File: src/hdl/hsv2rgb_pkg.sv
`timescale 1ns / 1ps
// ----------------------------------------------------------------------------
// HSV to RGB converter package
// Widths, range limits, scaling constants and the hue sector type that the
// converter modules and channel interfaces share.
// ----------------------------------------------------------------------------
package hsv2rgb_pkg;

  localparam int IN_W     = 16;
  localparam int HUE_W    = 13;
  localparam int PCT_W    = 11;
  localparam int K_W      = 10;
  localparam int SV_W     = 2 * PCT_W;
  localparam int NUM_W    = 32;
  localparam int BYTE_W   = 8;

  localparam int HUE_MAX      = 5760;
  localparam int PCT_MAX      = 1600;
  localparam int SECTOR_UNITS = 960;

  // The common denominator is 2^18 * 9375. The power of two is a shift, and
  // the odd part is a multiply by a rounded-up reciprocal of 2^36 / 9375.
  localparam int DENOM_SHIFT  = 18;
  localparam int DENOM_ODD    = 9375;
  localparam int P_W          = 22;
  localparam int RECIP_SHIFT  = 36;
  localparam int RECIP_W      = 23;
  localparam logic [RECIP_W-1:0] RECIP_M = 23'd7330078;

  typedef enum logic [2:0] {
    SEC_RED_GREEN_UP   = 3'd0,
    SEC_GREEN_RED_DOWN = 3'd1,
    SEC_GREEN_BLUE_UP  = 3'd2,
    SEC_BLUE_GREEN_DOWN = 3'd3,
    SEC_BLUE_RED_UP    = 3'd4,
    SEC_RED_BLUE_DOWN  = 3'd5
  } sector_t;

endpackage

File: src/hdl/hsv2rgb_in_if.sv
`timescale 1ns / 1ps
// ----------------------------------------------------------------------------
// HSV input channel
// Valid/ready channel that carries one hue, saturation and value item.
// ----------------------------------------------------------------------------
interface hsv2rgb_in_if import hsv2rgb_pkg::*; ();

  logic                   valid;
  logic                   ready;
  logic signed [IN_W-1:0] hue_in;
  logic signed [IN_W-1:0] saturation_in;
  logic signed [IN_W-1:0] brightness_in;

  modport source (output valid, output hue_in, output saturation_in,
                  output brightness_in, input ready);
  modport sink (input valid, input hue_in, input saturation_in,
                input brightness_in, output ready);

endinterface

File: src/hdl/hsv2rgb_out_if.sv
`timescale 1ns / 1ps
// ----------------------------------------------------------------------------
// RGB output channel
// Valid/ready channel that carries one red, green and blue item.
// ----------------------------------------------------------------------------
interface hsv2rgb_out_if import hsv2rgb_pkg::*; ();

  logic              valid;
  logic              ready;
  logic [BYTE_W-1:0] red;
  logic [BYTE_W-1:0] green;
  logic [BYTE_W-1:0] blue;

  modport source (output valid, output red, output green, output blue,
                  input ready);
  modport sink (input valid, input red, input green, input blue,
                output ready);

endinterface

File: src/hdl/hsv2rgb_scale.sv
`timescale 1ns / 1ps
// ----------------------------------------------------------------------------
// HSV to RGB byte scaler
// Three-stage pipeline that turns a numerator over the common denominator
// into floor(numerator * 255 / denominator) without a divider.
// ----------------------------------------------------------------------------
module hsv2rgb_scale import hsv2rgb_pkg::*; (
  input  logic              clk,
  input  logic              en,
  input  logic [NUM_W-1:0]  num,
  output logic [BYTE_W-1:0] level
);

  localparam int WIDE_W = NUM_W + BYTE_W;
  localparam int PROD_W = P_W + RECIP_W;

  logic [WIDE_W-1:0] times255;
  logic [P_W-1:0]    part;
  logic [PROD_W-1:0] prod;

  assign times255 = {num, {BYTE_W{1'b0}}} - {{BYTE_W{1'b0}}, num};

  always_ff @(posedge clk) begin
    if (en) begin
      part  <= times255[DENOM_SHIFT +: P_W];
      prod  <= {{RECIP_W{1'b0}}, part} * {{P_W{1'b0}}, RECIP_M};
      level <= prod[RECIP_SHIFT +: BYTE_W];
    end
  end

endmodule

File: src/hdl/hsv_to_rgb_converter_top.sv
`timescale 1ns / 1ps
// ----------------------------------------------------------------------------
// HSV to RGB converter
// Converts one hue, saturation and value item into 8-bit red, green and blue
// intensities by the hexcone scheme, with exact fixed-point arithmetic.
//
// The converter is a seven-stage pipeline that accepts one item in every
// clock cycle while the output side is not stalled. Inputs are clamped to
// 0 to 360 degrees and 0 to 100 percent, a hue of exactly 360 degrees falls
// into the last sector, and each channel is (channel + m) * 255 rounded
// down. A stall on the output holds the whole pipeline, and input ready
// follows the output side in the same cycle, so throughput is set only by
// the consumer.
// ----------------------------------------------------------------------------
module hsv_to_rgb_converter_top import hsv2rgb_pkg::*; (
  input  logic          clk,
  input  logic          rst,
  hsv2rgb_in_if.sink    hsv,
  hsv2rgb_out_if.source rgb
);

  localparam int STAGES = 7;

  logic [STAGES-1:0] vld;
  logic              en;

  logic [HUE_W-1:0] h1;
  logic [PCT_W-1:0] s1;
  logic [PCT_W-1:0] v1;

  logic [SV_W-1:0] sv2;
  logic [SV_W-1:0] a2;
  logic [K_W-1:0]  k2;
  sector_t         sect2;

  logic [NUM_W-1:0] svk3;
  logic [SV_W-1:0]  a3;
  logic [SV_W-1:0]  b3;
  sector_t          sect3;

  logic [NUM_W-1:0] nr4;
  logic [NUM_W-1:0] ng4;
  logic [NUM_W-1:0] nb4;

  logic [HUE_W-1:0] h_next;
  logic [PCT_W-1:0] s_next;
  logic [PCT_W-1:0] v_next;

  sector_t          sect_next;
  logic [HUE_W-1:0] base;
  logic [HUE_W-1:0] offset;
  logic [K_W-1:0]   k_next;

  logic [NUM_W-1:0] n_hi;
  logic [NUM_W-1:0] n_mid;
  logic [NUM_W-1:0] n_lo;
  logic [NUM_W-1:0] nr_next;
  logic [NUM_W-1:0] ng_next;
  logic [NUM_W-1:0] nb_next;

  assign en        = !vld[STAGES-1] || rgb.ready;
  assign hsv.ready = en;
  assign rgb.valid = vld[STAGES-1];

  always_ff @(posedge clk) begin
    if (rst) begin
      vld <= '0;
    end else if (en) begin
      vld <= {vld[STAGES-2:0], hsv.valid};
    end
  end

  always_comb begin
    if (hsv.hue_in < 0) begin
      h_next = '0;
    end else if (hsv.hue_in > IN_W'(HUE_MAX)) begin
      h_next = HUE_W'(HUE_MAX);
    end else begin
      h_next = hsv.hue_in[HUE_W-1:0];
    end
    if (hsv.saturation_in < 0) begin
      s_next = '0;
    end else if (hsv.saturation_in > IN_W'(PCT_MAX)) begin
      s_next = PCT_W'(PCT_MAX);
    end else begin
      s_next = hsv.saturation_in[PCT_W-1:0];
    end
    if (hsv.brightness_in < 0) begin
      v_next = '0;
    end else if (hsv.brightness_in > IN_W'(PCT_MAX)) begin
      v_next = PCT_W'(PCT_MAX);
    end else begin
      v_next = hsv.brightness_in[PCT_W-1:0];
    end
  end

  always_comb begin
    if (h1 < HUE_W'(SECTOR_UNITS)) begin
      sect_next = SEC_RED_GREEN_UP;
      base      = '0;
    end else if (h1 < HUE_W'(2 * SECTOR_UNITS)) begin
      sect_next = SEC_GREEN_RED_DOWN;
      base      = HUE_W'(SECTOR_UNITS);
    end else if (h1 < HUE_W'(3 * SECTOR_UNITS)) begin
      sect_next = SEC_GREEN_BLUE_UP;
      base      = HUE_W'(2 * SECTOR_UNITS);
    end else if (h1 < HUE_W'(4 * SECTOR_UNITS)) begin
      sect_next = SEC_BLUE_GREEN_DOWN;
      base      = HUE_W'(3 * SECTOR_UNITS);
    end else if (h1 < HUE_W'(5 * SECTOR_UNITS)) begin
      sect_next = SEC_BLUE_RED_UP;
      base      = HUE_W'(4 * SECTOR_UNITS);
    end else begin
      sect_next = SEC_RED_BLUE_DOWN;
      base      = HUE_W'(5 * SECTOR_UNITS);
    end
    offset = h1 - base;
    // In odd sectors the secondary channel falls from full to zero.
    if (sect_next[0]) begin
      k_next = K_W'(SECTOR_UNITS) - offset[K_W-1:0];
    end else begin
      k_next = offset[K_W-1:0];
    end
  end

  always_ff @(posedge clk) begin
    if (en) begin
      h1 <= h_next;
      s1 <= s_next;
      v1 <= v_next;

      sv2   <= {{PCT_W{1'b0}}, s1} * {{PCT_W{1'b0}}, v1};
      a2    <= {{PCT_W{1'b0}}, v1} * SV_W'(PCT_MAX);
      k2    <= k_next;
      sect2 <= sect_next;

      svk3  <= {{(NUM_W-SV_W){1'b0}}, sv2} * {{(NUM_W-K_W){1'b0}}, k2};
      a3    <= a2;
      b3    <= a2 - sv2;
      sect3 <= sect2;

      nr4 <= nr_next;
      ng4 <= ng_next;
      nb4 <= nb_next;
    end
  end

  always_comb begin
    n_hi  = {{(NUM_W-SV_W){1'b0}}, a3} * NUM_W'(SECTOR_UNITS);
    n_lo  = {{(NUM_W-SV_W){1'b0}}, b3} * NUM_W'(SECTOR_UNITS);
    n_mid = svk3 + n_lo;
    unique case (sect3)
      SEC_RED_GREEN_UP: begin
        nr_next = n_hi;
        ng_next = n_mid;
        nb_next = n_lo;
      end
      SEC_GREEN_RED_DOWN: begin
        nr_next = n_mid;
        ng_next = n_hi;
        nb_next = n_lo;
      end
      SEC_GREEN_BLUE_UP: begin
        nr_next = n_lo;
        ng_next = n_hi;
        nb_next = n_mid;
      end
      SEC_BLUE_GREEN_DOWN: begin
        nr_next = n_lo;
        ng_next = n_mid;
        nb_next = n_hi;
      end
      SEC_BLUE_RED_UP: begin
        nr_next = n_mid;
        ng_next = n_lo;
        nb_next = n_hi;
      end
      default: begin
        nr_next = n_hi;
        ng_next = n_lo;
        nb_next = n_mid;
      end
    endcase
  end

  hsv2rgb_scale u_scale_red (
    .clk   (clk),
    .en    (en),
    .num   (nr4),
    .level (rgb.red)
  );

  hsv2rgb_scale u_scale_green (
    .clk   (clk),
    .en    (en),
    .num   (ng4),
    .level (rgb.green)
  );

  hsv2rgb_scale u_scale_blue (
    .clk   (clk),
    .en    (en),
    .num   (nb4),
    .level (rgb.blue)
  );

`ifndef SYNTH
  a_valid_advance: assert property (@(posedge clk) disable iff (rst)
    (en && vld[0]) |=> vld[1])
    else $error("An item was lost between the clamp and product stages.");

  a_stall_holds: assert property (@(posedge clk) disable iff (rst)
    !en |=> ($stable(sv2) && $stable(nr4) && $stable(vld)))
    else $error("Pipeline contents changed during a stall.");

  a_sector_range: assert property (@(posedge clk) disable iff (rst)
    vld[1] |-> (k2 <= K_W'(SECTOR_UNITS) && sv2 <= a2))
    else $error("Sector fraction or chroma out of range.");

  a_reset_empty: assert property (@(posedge clk)
    rst |=> !rgb.valid)
    else $error("Output valid after reset.");
`endif

endmodule
File: src/flat_wrapper.sv
// flat-port wrapper written by rule: the top's interface ports become plain ports
module hsv_to_rgb_converter_top_flat import hsv2rgb_pkg::*;
  (clk, rst, hsv_valid, hsv_hue_in, hsv_saturation_in, hsv_brightness_in, hsv_ready, rgb_valid, rgb_red, rgb_green, rgb_blue, rgb_ready);
  hsv2rgb_in_if hsv_i ();
  hsv2rgb_out_if rgb_i ();
  input  logic clk;
  input  logic rst;
  input wire logic [$bits(hsv_i.valid)-1:0] hsv_valid;
  input wire logic [$bits(hsv_i.hue_in)-1:0] hsv_hue_in;
  input wire logic [$bits(hsv_i.saturation_in)-1:0] hsv_saturation_in;
  input wire logic [$bits(hsv_i.brightness_in)-1:0] hsv_brightness_in;
  output wire logic [$bits(hsv_i.ready)-1:0] hsv_ready;
  output wire logic [$bits(rgb_i.valid)-1:0] rgb_valid;
  output wire logic [$bits(rgb_i.red)-1:0] rgb_red;
  output wire logic [$bits(rgb_i.green)-1:0] rgb_green;
  output wire logic [$bits(rgb_i.blue)-1:0] rgb_blue;
  input wire logic [$bits(rgb_i.ready)-1:0] rgb_ready;
  assign hsv_i.valid = hsv_valid;
  assign hsv_i.hue_in = hsv_hue_in;
  assign hsv_i.saturation_in = hsv_saturation_in;
  assign hsv_i.brightness_in = hsv_brightness_in;
  assign hsv_ready = hsv_i.ready;
  assign rgb_valid = rgb_i.valid;
  assign rgb_red = rgb_i.red;
  assign rgb_green = rgb_i.green;
  assign rgb_blue = rgb_i.blue;
  assign rgb_i.ready = rgb_ready;
  hsv_to_rgb_converter_top u_core (.clk(clk), .rst(rst), .hsv(hsv_i), .rgb(rgb_i));
endmodule
File: config.mk
export PLATFORM = sky130hd
export DESIGN_NAME = hsv_to_rgb_converter_top_flat
export DESIGN_NICKNAME = d
export VERILOG_FILES = /design/src/hdl/hsv2rgb_pkg.sv /design/src/hdl/hsv2rgb_in_if.sv /design/src/hdl/hsv2rgb_out_if.sv /design/src/hdl/hsv2rgb_scale.sv /design/src/hdl/hsv_to_rgb_converter_top.sv /design/src/flat_wrapper.sv
export SDC_FILE = /design/constraint.sdc
export NUM_CORES = 2
export LEC_CHECK = 0
export ABC_CLOCK_PERIOD_IN_PS = 9840
export BUFFER_PORTS_ARGS = -buffer_cell sky130_fd_sc_hd__buf_2
export CORE_ASPECT_RATIO = 0.8
export CORE_UTILIZATION = 60
export CTS_BUF_LIST = sky130_fd_sc_hd__clkbuf_4
export DETAILED_ROUTE_END_ITERATION = 7
export PLACE_DENSITY = 0.81
export SLEW_MARGIN = 10
export SYNTH_ARGS = -nofsm -noshare
export SYNTH_HDL_FRONTEND = slang
export SYNTH_SLANG_ARGS = --single-unit
File: constraint.sdc
create_clock -name clk -period 9.84 [get_ports clk]
set_input_delay 0.984 -clock clk [delete_from_list [all_inputs] [get_ports clk]]
set_output_delay 0.984 -clock clk [all_outputs]
set_load 0.02 [all_outputs]
==> results summary <==
The flow ran to the end, and the final reports show no timing, DRC or antenna violations. The met3 wire length came out at 10,800 um. STA puts the critical path data required time at 10.44 ns. The count of port buffers added during placement came out at 77. The per-cell via count in the routed design is 5.63. The slowest stage of the critical path belongs to the cell fa_1. For this design, the CTS-stage hold fixing added 0 buffers. The critical path goes through inv_1, fa_1, inv_1, fa_1, fa_1, fa_1, fa_1, fa_1, inv_1, fa_1, inv_1, ha_1, a21o_1, a21oi_1, o211ai_1, a2111o_1, a221oi_1, and2b_1, o21ai_1, a211o_1, a21oi_1, xnor2_1. The fraction of registers with async set/reset is 0%. The number of pins with negative max-slew slack in the final report came out at 0. The half-perimeter wire length after detailed placement came out at 111,000 um. The initial antenna violation count came out at 1. In this design, the largest share of critical-path delay is due to adder cells. The longest clock path from root to sink contains 3 buffers.

The maximum number of pins on one net before global-route repair is 122. The clock period minus worst slack came out at 7.16 ns. The share of the clock period used by the worst path after layout came out at 72.8%. Once the clock tree was built, the resizer swapped 0 gates to a different size.

The number of register bits inferred by synthesis is 376. Counting the buffers created by CTS gives 98. The pre-antenna-repair detailed-routing pass consisted of 8 iterations. Of all nets on the critical path, the largest fanout is 6. The routed wire length came out at 133,000 um. The xor and xnor fraction of the mapped netlist area came out at 3.64%. The core region area is 94,900 um^2. The register clock-pin slew on the reported worst setup and hold paths came out at 0.07 ns.

The top-level I/O count is 78. The simple-gate share of the synthesized area is 9.09%. The number of warnings printed during yosys synthesis is 0. The synthesized netlist devotes 8.70% of its cell area to compound gates.

The largest total area in the synthesized netlist belongs to fa_1. The H-tree level count came out at 3. On the final layout, the worst clock skew is 0.0895 ns. At the end of routability-driven placement, the weighted congestion stood at 1.01. In this run the biggest area consumer among cell types represents 32.1% of the synthesized area. The number of setup buffers added after CTS is 0.

The adder-cell share of the synthesized area is 50.1%. The path class of the lowest-slack min-delay path is primary input to register. The library cells used most frequently in the layout, excluding fill and tap cells, are 1,253 x inv_1, 922 x fa_1, 825 x ha_1. The TritonCTS clock tree is yes. In this run the remaining antenna-violating nets after routing total 0. The number of enable flip-flop cells after synthesis came out at 369. In this design, the stage delay of the slowest critical-path cell is 0.65 ns. The die boundary width came out at 348 um. Of the post-synthesis cell area, the part taken by muxes is 0.0697%. The starting density of the core came out at 60.5%. The met1 wire length is 57,400 um.

The worst max-slew margin expressed relative to the limit came out at 15.0%. The critical path is of the register to register type. The signal arrival time at the worst endpoint is 7.76 ns.

Yosys mapped the design onto 87 distinct sky130hd cell types. The clock insertion delay at the later pin of the skew report came out at 0.94 ns. The count of endpoints failing hold in the final timing report came to 0. The fraction of layout cells with a size suffix above 1 came out at 4.74%. Derived from the worst setup path, the maximum achievable clock frequency is 140 MHz.

The sequential fraction of the synthesis area came out at 19.5%. Yosys attributes the largest share of cell area to fa_1 32%, edfxtp_1 19%, ha_1 18%. In the global route stage, overall resource usage came out at 28.4%.

In this run the clock root is driven by a clkbuf_4. Counting every instance in the synthesized netlist gives 5,557. The detailed router used layers up to and including met4. In this run, the number of DRC markers left after iteration 0 of detailed routing was 2,852. Together, buffers and inverters on the worst path number 4.

STA classifies the critical path endpoint as a register. When the netlist entered floorplanning its net count stood at 7,356. The wire length of the first global-routing pass is 217,000 um.

Setup repair after global routing left no endpoint under its margin. STA classifies the critical path startpoint as a register. The cell repeated most along the worst path is fa_1.

Summed over all layers, the global routing overflow is 0. The library cell used most frequently in the layout, excluding fill and tap cells, is inv_1. After floorplanning, the core was divided into 101 placement rows. The routed design uses 60,900 um of met2 wire. In the final routed layout, each cell accounts on average for 19.0 um. The height of the chip came out at 279 um. The full die area came out at 97,000 um^2.

The number of DRC violations after detailed routing came out at 0. The number of setup violations in the final report is 0. The cell area after synthesis came out at 57,400 um^2. The per-instance average area after synthesis is 10.3 um^2. The count of clock tree sinks came out at 376. The area growth from synthesis to layout came out at 5.23%. The detailed router placed 39,467 vias in this run. The final layout net count is 7,446. Across the run, the number of max-cap violations was 0.

The actual transition at the worst max-transition pin came out at 1.26 ns. The via count of the first global-routing pass came out at 41,611. The number of filler cells placed in the layout came out at 7,503. Among all flip-flop cells after synthesis, the most frequent one is edfxtp_1. Adding up every negative setup slack in the final design gives 0 ns. By area, the combinational part of the netlist is dominated by adder cells.
-- metrics by stage --
stage | area [um^2] | utilization [%] | std cells | hold slack (ns) | worst slack (ns)
finish | 60400 | 63.7 | 7006 | 0.314 | 2.68
global route | 60400 | 63.7 | 7005 | 0.261 | 2.36
CTS | 60400 | 63.7 | 7004 | 0.213 | 2.66
detailed placement | 59200 | 62.3 | 6834 | 0.406 | 2.69
global placement | 59200 | 62.3 | 6834 | 0.403 | 2.82
floorplan | 57400 | - | 5557 | 0.400 | 0.383
-- logic make-up (layout without fill, tap and decap cells) --
| family | count (synthesis) | count (layout) |
|---|---|---|
| AOI/OAI and AO/OA | 759 | 759 |
| adders and majority gates | 1747 | 1747 |
| and+or+nand+nor | 1077 | 1077 |
| xor gates and xnor gates | 238 | 238 |
| muxes | 4 | 4 |
| DFF | 376 | 376 |
| other | 0 | 2 |
| buffers and inverters | 1356 | 1516 |
-- synth_stat cells, drive strengths merged, types with 8 or more instances --
cell type	n
a211o	8
a211oi	39
a21o	91
a21oi	220
a22o	8
a22oi	12
a31oi	27
and2	188
and3	18
clkbuf	97
edfxtp	369
fa	922
ha	825
inv	1255
nand2	396
nand2b	39
nand3	49
nand4	38
nor2	191
nor2b	39
nor3	58
nor4	17
o211ai	12
o21a	27
o21ai	155
o21bai	26
o221ai	20
o22ai	21
o31ai	15
or3	8
or4	9
xnor2	161
xor2	77
-- metal layers --
| metal | vias to the layer above | GRT usage, % |
|---|---|---|
| met5 | - | 0 |
| met4 | 0 | 7.97 |
| met3 | 254 | 5.70 |
| met2 | 1405 | 45.4 |
| met1 | 19536 | 39.6 |
| li1 | 18272 | - |
-- layout make-up --
class	instances	area (um^2)	area share, %
Antenna cell	2	5.00	0.00828
Clock buffer	128	961	1.59
Clock inverter	42	313	0.518
Inverter	1256	4720	7.81
Multi-Input combinational cell	3825	41100	68.0
Sequential cell	376	11200	18.6
Tap cell	1287	1610	2.66
Timing Repair Buffer	90	483	0.799
-- registers in the layout (all words and copies together), names as in the netlist, 11 cells and up --
name                       flops
u_core.nb4                    32
u_core.ng4                    32
u_core.nr4                    32
u_core.svk3                   32
u_core.b3                     22
u_core.sv2                    22
u_core.u_scale_blue.part      22
u_core.u_scale_green.part     22
u_core.u_scale_red.part       22
u_core.a2                     16
u_core.a3                     16
u_core.h1                     13
u_core.s1                     11
u_core.v1                     11
-- worst reg2reg max path, stage by stage, from the launching register on --
cell	delay (ns)
edfxtp_1	0.54
inv_1	0.16
fa_1	0.65
inv_1	0.08
fa_1	0.46
fa_1	0.56
fa_1	0.44
fa_1	0.42
fa_1	0.52
inv_1	0.05
fa_1	0.49
inv_1	0.04
ha_1	0.29
a21o_1	0.16
a21oi_1	0.14
o211ai_1	0.13
a2111o_1	0.37
a221oi_1	0.28
and2b_1	0.31
o21ai_1	0.20
a211o_1	0.33
a21oi_1	0.18
xnor2_1	0.08
-- final timing paths --
kind / start / end / slack [ns] / depth (start not counted)
max: u_core.u_scale_green.part[9]$_DFFE_PP_ / u_core.u_scale_green.prod[43]$_DFFE_PP_ / 2.68 / 22
min: rst / u_core.vld[1]$_SDFFE_PP0P_ / 0.31 / 2
max reg2reg: u_core.u_scale_green.part[9]$_DFFE_PP_ / u_core.u_scale_green.prod[43]$_DFFE_PP_ / 2.68 / 22
min reg2reg: u_core.u_scale_blue.prod[37]$_DFFE_PP_ / u_core.u_scale_blue.level[1]$_DFFE_PP_ / 0.40 / 0
Power is not shown: default switching activity piles up to over one toggle a cycle in this logic, so the estimate is an artifact.
